[config.mk]
export PLATFORM = sky130hd
export DESIGN_NAME = multichannel_incremental_pi_pwm
export DESIGN_NICKNAME = d
export VERILOG_FILES = /design/src/hw/rtl/mipp_pkg.sv /design/src/hw/rtl/multichannel_incremental_pi_pwm.sv
export SDC_FILE = /design/constraint.sdc
export NUM_CORES = 2
export LEC_CHECK = 0
export BUFFER_PORTS_ARGS = -buffer_cell sky130_fd_sc_hd__clkbuf_2
export CAP_MARGIN = 20
export CORE_MARGIN = 5
export CORE_UTILIZATION = 57
export CTS_BUF_LIST = sky130_fd_sc_hd__clkbuf_8
export CTS_CLUSTER_DIAMETER = 50
export DETAILED_ROUTE_END_ITERATION = 6
export GPL_ROUTABILITY_DRIVEN = 0
export PLACE_DENSITY_LB_ADDON = 0.15
export SYNTH_ARGS = -nofsm -noshare
export SYNTH_HDL_FRONTEND = slang
export SYNTH_SLANG_ARGS = --single-unit
[constraint.sdc]
create_clock -name clk -period 9.5 [get_ports clk]
set_input_delay 0.475 -clock clk [delete_from_list [all_inputs] [get_ports clk]]
set_output_delay 0.475 -clock clk [all_outputs]
set_load 0.01 [all_outputs]
[src/hw/rtl/mipp_pkg.sv]
// Package for the multichannel incremental PI / PWM regulator.
// Holds widths, register codes, reset values and the state memory entry type.
// No dependencies.
package mipp_pkg;

  // Sizing
  localparam int CHANNELS   = 6;
  localparam int DUTY_FULL  = 100;
  localparam int CH_W       = 3;
  localparam int SPD_W      = 16;
  localparam int ERR_W      = 19;
  localparam int GAIN_W     = 16;
  localparam int ACC_W      = 48;
  localparam int DUTY_W     = 7;
  localparam int MASK_W     = 6;
  localparam int APB_AW     = 4;
  localparam int APB_DW     = 32;

  // Derived widths
  localparam int PROD_W = GAIN_W + 1 + ERR_W;           // unsigned gain times signed error
  localparam int SUM_W  = ACC_W + 2;                    // accumulator plus two products
  localparam int Q_W    = $clog2(DUTY_FULL + 1);        // quotient bits before clamp
  localparam int N_W    = ACC_W - 1 + Q_W;              // positive acc times DUTY_FULL
  localparam int DEN_W  = GAIN_W + 16;                  // tension_max in Q16
  localparam int CNT_W  = $clog2(Q_W + 1);

  // Accumulator limits
  localparam logic [ACC_W-1:0] ACC_MAX = {1'b0, {(ACC_W-1){1'b1}}};
  localparam logic [ACC_W-1:0] ACC_MIN = {1'b1, {(ACC_W-1){1'b0}}};

  // Register map, index = paddr[3:2]
  typedef enum logic [1:0] {
    REG_GAIN_CURRENT  = 2'd0,
    REG_GAIN_PREVIOUS = 2'd1,
    REG_TENSION_MAX   = 2'd2,
    REG_COUPLED_MASK  = 2'd3
  } mipp_reg_t;

  localparam logic [GAIN_W-1:0] GAIN_CURRENT_RST  = 16'd4806;
  localparam logic [GAIN_W-1:0] GAIN_PREVIOUS_RST = 16'd4502;
  localparam logic [GAIN_W-1:0] TENSION_MAX_RST   = 16'd12;
  localparam logic [MASK_W-1:0] COUPLED_MASK_RST  = 6'd30;

  // One entry of the per-channel state memory
  typedef struct packed {
    logic [ACC_W-1:0] last_output;
    logic [ERR_W-1:0] last_error;
  } mipp_entry_t;

endpackage

[src/hw/rtl/multichannel_incremental_pi_pwm.sv]
// Each item passes S_MEM, S_MUL and S_SCALE, then the divider in S_DIV, then S_OUT loads
// the output register; an overflowing duty leaves S_DIV at its first step, and a channel past
// the last goes straight to S_OUT. One item at a time; the restoring divider gives one quotient bit per cycle.
// A finished result waits in the output register while the next item is taken.
// Reset (rst, synchronous): registers return to defaults, all channel states read as zero.
// Per-channel state lives in a 6-entry synchronous memory with a valid bit per entry.
module multichannel_incremental_pi_pwm (
  input  logic                              clk,
  input  logic                              rst,
  // input channel
  input  logic                              in_valid,
  output logic                              in_stall,
  input  logic [mipp_pkg::CH_W-1:0]         channel,
  input  logic signed [mipp_pkg::SPD_W-1:0] own_speed,
  input  logic signed [mipp_pkg::SPD_W-1:0] partner_speed,
  input  logic signed [mipp_pkg::SPD_W-1:0] target_speed,
  // output channel
  output logic                              out_valid,
  input  logic                              out_stall,
  output logic [mipp_pkg::CH_W-1:0]         out_channel,
  output logic [mipp_pkg::DUTY_W-1:0]       duty,
  // configuration port
  input  logic                              psel,
  input  logic                              penable,
  input  logic                              pwrite,
  input  logic [mipp_pkg::APB_AW-1:0]       paddr,
  input  logic [mipp_pkg::APB_DW-1:0]       pwdata,
  output logic [mipp_pkg::APB_DW-1:0]       prdata,
  output logic                              pready
);

  typedef enum logic [2:0] {
    S_IDLE,
    S_MEM,
    S_MUL,
    S_SCALE,
    S_DIV,
    S_OUT
  } state_t;

  state_t state;

  // Configuration registers
  logic [mipp_pkg::GAIN_W-1:0] gain_current;
  logic [mipp_pkg::GAIN_W-1:0] gain_previous;
  logic [mipp_pkg::GAIN_W-1:0] tension_max;
  logic [mipp_pkg::MASK_W-1:0] coupled_mask;

  // Job registers
  logic [mipp_pkg::CH_W-1:0]          job_ch;
  logic signed [mipp_pkg::ERR_W-1:0]  job_err;
  logic signed [mipp_pkg::PROD_W-1:0] prod_cur;
  logic signed [mipp_pkg::PROD_W-1:0] prod_prev;
  logic signed [mipp_pkg::ACC_W-1:0]  last_out;
  logic signed [mipp_pkg::ACC_W-1:0]  acc;
  logic [mipp_pkg::N_W-1:0]           rem;
  logic [mipp_pkg::DEN_W-1:0]         den;
  logic [mipp_pkg::CNT_W-1:0]         div_cnt;
  logic [mipp_pkg::Q_W-1:0]           quo;
  logic                               ovf;

  // State memory and its valid bits
  mipp_pkg::mipp_entry_t mem [mipp_pkg::CHANNELS];
  mipp_pkg::mipp_entry_t rd_data;
  mipp_pkg::mipp_entry_t wr_data;
  logic                  rd_vld;
  logic [mipp_pkg::CHANNELS-1:0] vld;
  logic                  mem_re;
  logic                  mem_we;

  // Combinational helpers
  logic                               in_xfer;
  logic                               out_xfer;
  logic                               ch_ok;
  logic signed [mipp_pkg::ERR_W-1:0]  own_x;
  logic signed [mipp_pkg::ERR_W-1:0]  partner_x;
  logic signed [mipp_pkg::ERR_W-1:0]  target_x;
  logic signed [mipp_pkg::ERR_W-1:0]  err_new;
  logic signed [mipp_pkg::ACC_W-1:0]  mem_out;
  logic signed [mipp_pkg::ERR_W-1:0]  mem_err;
  logic signed [mipp_pkg::SUM_W-1:0]  sum;
  logic signed [mipp_pkg::ACC_W-1:0]  acc_sat;
  logic [mipp_pkg::N_W-1:0]           scaled;
  logic [mipp_pkg::N_W-1:0]           shifted;
  logic                               rem_ge;
  logic [mipp_pkg::DUTY_W-1:0]        result_duty;
  logic                               cfg_wr;
  mipp_pkg::mipp_reg_t                cfg_idx;

  assign in_xfer  = in_valid && !in_stall;
  assign out_xfer = out_valid && !out_stall;
  assign in_stall = (state != S_IDLE);
  assign ch_ok    = (channel < mipp_pkg::CH_W'(mipp_pkg::CHANNELS));

  // Speed error, plain or synchronizing form
  always_comb begin
    own_x     = mipp_pkg::ERR_W'(own_speed);
    partner_x = mipp_pkg::ERR_W'(partner_speed);
    target_x  = mipp_pkg::ERR_W'(target_speed);
    if (coupled_mask[channel[$clog2(mipp_pkg::MASK_W)-1:0]] && ch_ok) begin
      err_new = target_x - (own_x <<< 1) + partner_x;
    end else begin
      err_new = target_x - own_x;
    end
  end

  // Stored state, an entry never written reads as zero
  assign mem_out = rd_vld ? $signed(rd_data.last_output) : '0;
  assign mem_err = rd_vld ? $signed(rd_data.last_error) : '0;

  // Accumulate and saturate
  always_comb begin
    sum = mipp_pkg::SUM_W'(last_out) + mipp_pkg::SUM_W'(prod_cur)
        - mipp_pkg::SUM_W'(prod_prev);
    if (sum > mipp_pkg::SUM_W'($signed(mipp_pkg::ACC_MAX))) begin
      acc_sat = $signed(mipp_pkg::ACC_MAX);
    end else if (sum < mipp_pkg::SUM_W'($signed(mipp_pkg::ACC_MIN))) begin
      acc_sat = $signed(mipp_pkg::ACC_MIN);
    end else begin
      acc_sat = $signed(sum[mipp_pkg::ACC_W-1:0]);
    end
  end

  assign wr_data.last_output = acc_sat;
  assign wr_data.last_error  = job_err;
  assign mem_we = (state == S_MUL);
  assign mem_re = in_xfer && ch_ok;

  // Positive output times the full-duty count, the dividend of the duty
  always_comb begin
    if (!acc[mipp_pkg::ACC_W-1] && (acc != '0)) begin
      scaled = mipp_pkg::N_W'(acc[mipp_pkg::ACC_W-2:0]) * mipp_pkg::N_W'(mipp_pkg::DUTY_FULL);
    end else begin
      scaled = '0;
    end
  end

  // Restoring divider step
  assign shifted = mipp_pkg::N_W'(den) << div_cnt;
  assign rem_ge  = (rem >= shifted);

  // Clamp of the quotient
  always_comb begin
    if (ovf || (quo > mipp_pkg::Q_W'(mipp_pkg::DUTY_FULL))) begin
      result_duty = mipp_pkg::DUTY_W'(mipp_pkg::DUTY_FULL);
    end else begin
      result_duty = mipp_pkg::DUTY_W'(quo);
    end
  end

  // State memory: one write port, one registered read port
  always_ff @(posedge clk) begin
    if (mem_we) begin
      mem[job_ch] <= wr_data;
    end
    if (mem_re) begin
      rd_data <= mem[channel];
    end
  end

  // Sequencer, datapath and output register
  always_ff @(posedge clk) begin
    if (rst) begin
      state     <= S_IDLE;
      vld       <= '0;
      rd_vld    <= 1'b0;
      out_valid <= 1'b0;
      ovf       <= 1'b0;
      quo       <= '0;
      div_cnt   <= '0;
    end else begin
      // S_OUT reloads the output register itself on a transfer
      if (out_xfer && (state != S_OUT)) begin
        out_valid <= 1'b0;
      end
      unique case (state)
        S_IDLE: begin
          if (in_xfer) begin
            job_ch  <= channel;
            job_err <= err_new;
            rd_vld  <= ch_ok && vld[channel];
            quo     <= '0;
            ovf     <= 1'b0;
            state   <= ch_ok ? S_MEM : S_OUT;
          end
        end
        S_MEM: begin
          prod_cur  <= $signed({1'b0, gain_current}) * job_err;
          prod_prev <= $signed({1'b0, gain_previous}) * mem_err;
          last_out  <= mem_out;
          state     <= S_MUL;
        end
        S_MUL: begin
          acc         <= acc_sat;
          vld[job_ch] <= 1'b1;
          state       <= S_SCALE;
        end
        S_SCALE: begin
          rem     <= scaled;
          den     <= (tension_max == '0) ? mipp_pkg::DEN_W'(1) << 16 : {tension_max, 16'h0000};
          div_cnt <= mipp_pkg::CNT_W'(mipp_pkg::Q_W);
          state   <= S_DIV;
        end
        S_DIV: begin
          if (div_cnt == mipp_pkg::CNT_W'(mipp_pkg::Q_W)) begin
            // quotient too wide for the duty range
            if (rem_ge) begin
              ovf   <= 1'b1;
              state <= S_OUT;
            end else begin
              div_cnt <= div_cnt - 1'b1;
            end
          end else begin
            if (rem_ge) begin
              rem          <= rem - shifted;
              quo[div_cnt] <= 1'b1;
            end
            if (div_cnt == '0) begin
              state <= S_OUT;
            end else begin
              div_cnt <= div_cnt - 1'b1;
            end
          end
        end
        S_OUT: begin
          if (!out_valid || !out_stall) begin
            out_valid   <= 1'b1;
            out_channel <= job_ch;
            duty        <= result_duty;
            state       <= S_IDLE;
          end
        end
        default: begin
          state <= S_IDLE;
        end
      endcase
    end
  end

  // Configuration port
  assign pready  = 1'b1;
  assign cfg_wr  = psel && penable && pwrite;
  assign cfg_idx = mipp_pkg::mipp_reg_t'(paddr[3:2]);

  always_ff @(posedge clk) begin
    if (rst) begin
      gain_current  <= mipp_pkg::GAIN_CURRENT_RST;
      gain_previous <= mipp_pkg::GAIN_PREVIOUS_RST;
      tension_max   <= mipp_pkg::TENSION_MAX_RST;
      coupled_mask  <= mipp_pkg::COUPLED_MASK_RST;
    end else if (cfg_wr) begin
      unique case (cfg_idx)
        mipp_pkg::REG_GAIN_CURRENT:  gain_current  <= pwdata[mipp_pkg::GAIN_W-1:0];
        mipp_pkg::REG_GAIN_PREVIOUS: gain_previous <= pwdata[mipp_pkg::GAIN_W-1:0];
        mipp_pkg::REG_TENSION_MAX:   tension_max   <= pwdata[mipp_pkg::GAIN_W-1:0];
        mipp_pkg::REG_COUPLED_MASK:  coupled_mask  <= pwdata[mipp_pkg::MASK_W-1:0];
        default: begin
        end
      endcase
    end
  end

  always_comb begin
    unique case (cfg_idx)
      mipp_pkg::REG_GAIN_CURRENT:  prdata = mipp_pkg::APB_DW'(gain_current);
      mipp_pkg::REG_GAIN_PREVIOUS: prdata = mipp_pkg::APB_DW'(gain_previous);
      mipp_pkg::REG_TENSION_MAX:   prdata = mipp_pkg::APB_DW'(tension_max);
      mipp_pkg::REG_COUPLED_MASK:  prdata = mipp_pkg::APB_DW'(coupled_mask);
      default:                     prdata = '0;
    endcase
  end

`ifndef SYNTHESIS
  // duty never leaves the PWM range
  a_duty_range: assert property (@(posedge clk) disable iff (rst)
    out_valid |-> (duty <= mipp_pkg::DUTY_W'(mipp_pkg::DUTY_FULL)))
    else $error("duty above PWM period");

  // one item in flight: an accepted transfer closes the input
  a_one_item: assert property (@(posedge clk) disable iff (rst)
    in_xfer |=> in_stall)
    else $error("input taken while busy");

  // state write-back only for an existing channel
  a_write_in_range: assert property (@(posedge clk) disable iff (rst)
    mem_we |-> (job_ch < mipp_pkg::CH_W'(mipp_pkg::CHANNELS)))
    else $error("state write to missing channel");
`endif

endmodule
======== Word-level counts from Yosys, hierarchy flattened ========
Memory sizes are Yosys's and may differ from the RTL's. A register that Yosys moved wholly into a read port is not among the register bits.
Index checks and enable logic that the tools add are counted.
storage, ports and cells
  bits in registers ....................... 362
  latch bits .............................. 0
  RAM bits ................................ 402
  bits in read-only memories .............. 0
  input bits .............................. 94
  word-level logic and storage cells ...... 147
  memories kept ........................... 1
memories
  name  depth  bits a word  read ports  clocked after Yosys merged registers in  wr ports  line                                   source
  mem   6      67           1           1                                        1         multichannel_incremental_pi_pwm.sv:63  mipp_pkg::mipp_entry_t mem [mipp_pkg::CHANNELS];
cells by class
  add/sub/neg operators ................... 7
  multipliers ............................. 3
  divide/modulo/power cells ............... 0
  order comparisons ....................... 10
  equality and inequality tests ........... 19
  shift operators ......................... 1
  multiplexer cells ....................... 41
  bitwise gates (word level) .............. 3
  reduce and logical (&&, ||, !) cells .... 40
operator list
  kind                                                          number
  two-way mux 54 bit                                            3
  case mux 32 bit (4 select lines)                              1
  case mux 54 bit (2 select lines)                              1
  two-way mux 48 bit                                            2
  multiplier 17 x 19 -> 36 bit                                  2
  greater-or-equal comparator 54 bit                            1
  << shifter 32 x 3 -> 54 bit                                   1
  subtractor 54 bit                                             1
  multiplier 47 x 5 -> 52 bit, second input constant            1
  > comparator 50 x 48 -> 1 bit, second input constant          1
  less-than comparator 50 x 48 -> 1 bit, second input constant  1
  subtractor 49 x 36 -> 50 bit                                  1
  adder 48 x 36 -> 49 bit                                       1
  nonzero test 48 bit                                           1
  two-way mux 19 bit                                            2
  two-way mux 3 bit                                             9
  two-way mux 7 bit                                             3
  adder 18 x 16 -> 19 bit                                       1
  case mux 3 bit (6 select lines)                               1
  subtractor 16 x 17 -> 18 bit                                  1
  subtractor 16 x 16 -> 17 bit                                  1
  zero test 16 bit                                              1
  AND reduction 2 bit                                           8
  AND reduction 4 bit                                           4
  other kinds (29)                                              75

======== Longest topological paths before layout ========
  word-level depth ........................ 8
  mapped depth ............................ 26
  depth with buffers taken out ............ 24

======== Worst setup path before layout ========
No wires, ideal clock.
  path kind ............................... input to register
  from .................................... input rst
  to ...................................... register last_out[0] in the netlist's numbering (enable)
  arrival ................................. 9014 ps
  data required time ...................... 8754 ps
  path slack .............................. -260 ps
  stages .................................. 3
  cell sequence ........................... clkbuf_1 clkbuf_1 nor3_1
on the way
  longest elaborated chain between the ends .. 2
ends and longest elaborated chain
  item                           line                                    source
  start, declared                multichannel_incremental_pi_pwm.sv:9    input logic rst,
  inverter 1 bit (no line)       --
  AND reduction 2 bit (no line)  --
  end signal, assigned           multichannel_incremental_pi_pwm.sv:190  last_out <= mem_out;
  end, declared                  multichannel_incremental_pi_pwm.sv:54   logic signed [mipp_pkg::ACC_W-1:0] last_out;
Every way passes these cells.
A chain may end at the register's enable or synchronous reset.

======== Worst setup path in the final report ========
  from .................................... register rd_vld
  to ...................................... register prod_prev[35] in the netlist's numbering, data pin
on the way
  longest elaborated chain between the ends .. 2
ends and longest elaborated chain
  item                          line                                    source
  start, declared               multichannel_incremental_pi_pwm.sv:66   logic rd_vld;
  start signal, assigned        multichannel_incremental_pi_pwm.sv:181  rd_vld <= ch_ok && vld[channel];
  two-way mux 19 bit            multichannel_incremental_pi_pwm.sv:109  assign mem_err = rd_vld ? $signed(rd_data.last_error) : '0;
  multiplier 17 x 19 -> 36 bit  multichannel_incremental_pi_pwm.sv:189  prod_prev <= $signed({1'b0, gain_previous}) * mem_err;
  end signal, assigned          multichannel_incremental_pi_pwm.sv:189
  end, declared                 multichannel_incremental_pi_pwm.sv:53   logic signed [mipp_pkg::PROD_W-1:0] prod_prev;
Every way passes these cells.

==> results.toml <==
[power]
pwr-share-clk_pct = 15.3
p_comb_share_pct = 56.6
peakVddDrop_mv = 0.288
p_leak_nw = 33.2
p_total_mw = 21.0
p_seq_share_pct = 28.1
cellPowerDensity_mw_per_mm2 = 291
netSwitchingPower_mw = 9.31
p_sw_share_pct = 44.3
p_int_mw = 11.7

[floorplanning]
start_util_pct = 57.1
dieHeight_microns = 353
fp-row-count = 126
core_area_sq_mm = 0.118
die_area_sq_mm = 0.125
die_x_microns = 353
io_pins = 139

[setup_path]
required_ns = 10.10
start_kind = "register"
crit_fanout = 121
crit_type = "register to register"
critPathArrivalTime_ns = 8.44
r2r_slack_ns = 1.66
endpoint_kind = "register"

[route]
drc = 0
dr_total_vias = 45822
viasPerCell = 5.71
first_pass_iters = 7
drt_iter0_markers = 3822
ant_nets = 0
drt-wirelength-per-cell_microns = 21.1
totalWireLength_microns = 170000

[place]
port_buffers = 103
hpwl_microns = 124000

[grt]
grt_pass1_vias = 46605
grt_use_met1_pct = 38.2
grt_usage_pct = 27.5
antenna_found_initial = 4
grt_start_max_net_pins = 122
grt_use_met3_pct = 4.95
grt_pass1_wl_microns = 265000
overflow = 0
grt_use_met2_pct = 43.3
gr-max-usage-layer = "met2"

[timing]
hold_violations = 0
max_freq_ghz = 0.128
period_share_pct = 82.5
maxSlewViolCount = 0
skew_ns = 0.0448
period_needed_ns = 7.84
finalSetupTns_ns = 0
worst_slew_pin_slew_ns = 1.15
rsz0062_at_grt = "false"
relSlewSlack_pct = 23.6
finalSetupViolCount = 0

[logic_synthesis]
ys_seq_elements = 813
synth-edff-count = 737
synth_warnings = 0
async_reset_ff_share_pct = 0
synth_cell_types = 89
yosysSeqAreaShare_pct = 35.2
synth_area_sq_mm = 0.0672
avgSynthCellArea_sq_um = 10.6
synth_flop_cell = "edfxtp_1"
syn_inst = 6309

[final_layout]
area.growth.synth_to_final_pct = 7.52
drive_gt1_share_pct = 7.66
nets = 7652

[clocking]
clk_latency_ns = 0.88
path_clk_slew_ns = 0.07
cts_setup_buffers = 0
ctsHtreeMaxLevel = 4
cts_root_buf = "clkbuf_8"
clockBufferDepth = 3
clock-sinks = 813
cts_tree = "done"
numCtsBuffers = 141

[run]
drv_cap = 0

[worst_hold_path]
hp-class = "input port to register"

[run_status]
status = "finished, final reports clean"
==> cells in the final DEF (no fill, tap or decap), drive strengths merged, types with 18 or more instances in the layout <==
| master | instances |
|---|---|
| dlygate4sd3 | 18 |
| o22ai | 23 |
| o21bai | 27 |
| nand2 | 614 |
| nand2b | 28 |
| and2 | 217 |
| buf | 74 |
| mux2i | 103 |
| nor2b | 33 |
| edfxtp | 737 |
| dfxtp | 76 |
| nor3 | 47 |
| a21oi | 297 |
| mux4 | 82 |
| a31oi | 26 |
| o21ai | 154 |
| xnor2 | 120 |
| inv | 1338 |
| nor2 | 234 |
| a211oi | 27 |
| clkbuf | 251 |
| clkinv | 45 |
| ha | 460 |
| and3 | 145 |
| o21a | 29 |
| a21o | 143 |
| xor2 | 76 |
| nand4 | 32 |
| nand3 | 62 |
| fa | 721 |
| nand3b | 23 |
==> final timing paths <==
| check | cells past startpoint | end | startpoint |
|---|---|---|---|
| min reg2reg | 1 | div_cnt[0] | div_cnt[0] |
| max reg2reg | 20 | prod_prev[35] | rd_vld |
| min | 4 | job_err[15] | target_speed[15] |
| max | 20 | prod_prev[35] | rd_vld |
==> cells by family after synthesis <==
logic type	after synthesis	share of synthesized area, %
adder cells (fa/ha/maj)	1181	30.1
flip-flops	813	35.2
XOR/XNOR	196	2.56
AND/OR/NAND/NOR	1492	10.7
AO/OA/AOI/OAI	865	8.18
other	2	0.0112
buffers and inverters	1574	8.98
multiplexers	186	4.30
==> state kept, by name, summed over array words and instances (netlist names), 3 cells and up <==
name and cells:
last_out 48, vld 6, tension_max 16, quo 7, prod_prev 36, prod_cur 36
gain_current 16, rem 52, rd_data 67, job_err 19, duty 7, den 16
gain_previous 16, mem 402, div_cnt 3, job_ch 3, coupled_mask 6, acc 48
state 3, out_channel 3
==> Yosys cell counts (all sizes together) (10+ instances only) <==
| master | n | area share, % |
|---|---|---|
| dfxtp | 76 | 2.3 |
| a31oi | 26 | 0.25 |
| xor2 | 76 | 0.99 |
| o21bai | 27 | 0.31 |
| o22ai | 23 | 0.21 |
| o21a | 29 | 0.32 |
| buf | 48 | 0.45 |
| nand2 | 614 | 3.4 |
| o21ai | 154 | 1.1 |
| nand2b | 28 | 0.26 |
| a21o | 143 | 1.6 |
| ha | 460 | 8.6 |
| nand3 | 62 | 0.46 |
| nor2b | 33 | 0.31 |
| o31ai | 13 | 0.15 |
| or3 | 15 | 0.15 |
| a21oi | 297 | 2.2 |
| mux4 | 82 | 2.7 |
| nor3 | 47 | 0.36 |
| nand4 | 32 | 0.30 |
| mux2i | 103 | 1.5 |
| inv | 1291 | 7.2 |
| nand3b | 23 | 0.26 |
| clkbuf | 234 | 1.3 |
| nor2 | 234 | 1.3 |
| fa | 721 | 21 |
| nor4 | 11 | 0.12 |
| a211oi | 27 | 0.30 |
| xnor2 | 120 | 1.6 |
| and2 | 217 | 2.0 |
| o211ai | 17 | 0.20 |
| a21boi | 10 | 0.11 |
| and3 | 145 | 1.4 |
| a211o | 10 | 0.13 |
| edfxtp | 737 | 33 |
==> stage by stage <==
stage               cells  hold slack (ns)  util [%]  area, sq um  setup slack, ns
floorplan            6324            0.434         -        67200             3.09
global placement     7749            0.446      58.8        69100             1.96
detailed placement   7749            0.457      58.8        69100             1.89
CTS                  8021           0.0288      61.3        72100             1.86
global route         8025            0.117      61.4        72200             1.32
finish               8026            0.122      61.4        72200             1.66
==> critical path, cell delays in order (launching register included) <==
cell,delay [ns]
dfxtp_4,0.94
and2_1,0.66
nand2_1,0.17
fa_1,0.53
fa_1,0.59
fa_1,0.45
fa_1,0.54
inv_1,0.05
fa_1,0.48
inv_1,0.06
fa_1,0.52
inv_1,0.05
ha_1,0.34
a21oi_1,0.19
a211oi_1,0.09
a31oi_1,0.35
o221ai_1,0.43
a311oi_1,0.58
o31ai_1,0.14
a21oi_1,0.19
xnor2_1,0.08
==> what timing repair did <==
| item | CTS | global route |
|---|---|---|
| hold endpoints to repair | 57 | 0 |
| hold buffers | 18 | 0 |
| resized for setup | 0 | 0 |
==> metal layers <==
layer  wire length (microns)  part of all wire [%]  vias up
met3                   13900                   8.2      353
met5                       0                     0        -
met4                    6980                   4.1        0
met1                   69900                    41    22933
met2                   78700                    46     1759
li1                        -                     -    20777
==> final cells by class <==
type                       count  area [sq um]
clock buffer                 151          2080
fill                        9668         45400
timing repair buffer         192          1300
tap                         1536          1920
sequential                   813         23700
multi-input combinational   3937         37700
antenna                        2          5.00
inverter                    1292          4850
clock inverter               103           733
==> power by group through the flow <==
| stage | Sequential (mW) | Clock (mW) | Combinational [mW] |
|---|---|---|---|
| global route | 5.93 | 3.44 | 13.3 |
| floorplan | 5.85 | 0 | 8.49 |
| CTS | 5.91 | 3.27 | 11.9 |
| global placement | 5.97 | 0 | 11.5 |
| detailed placement | 5.98 | 0 | 11.8 |
| finish | 5.91 | 3.21 | 11.9 |
No activity file was read; power rests on OpenSTA's default activity.
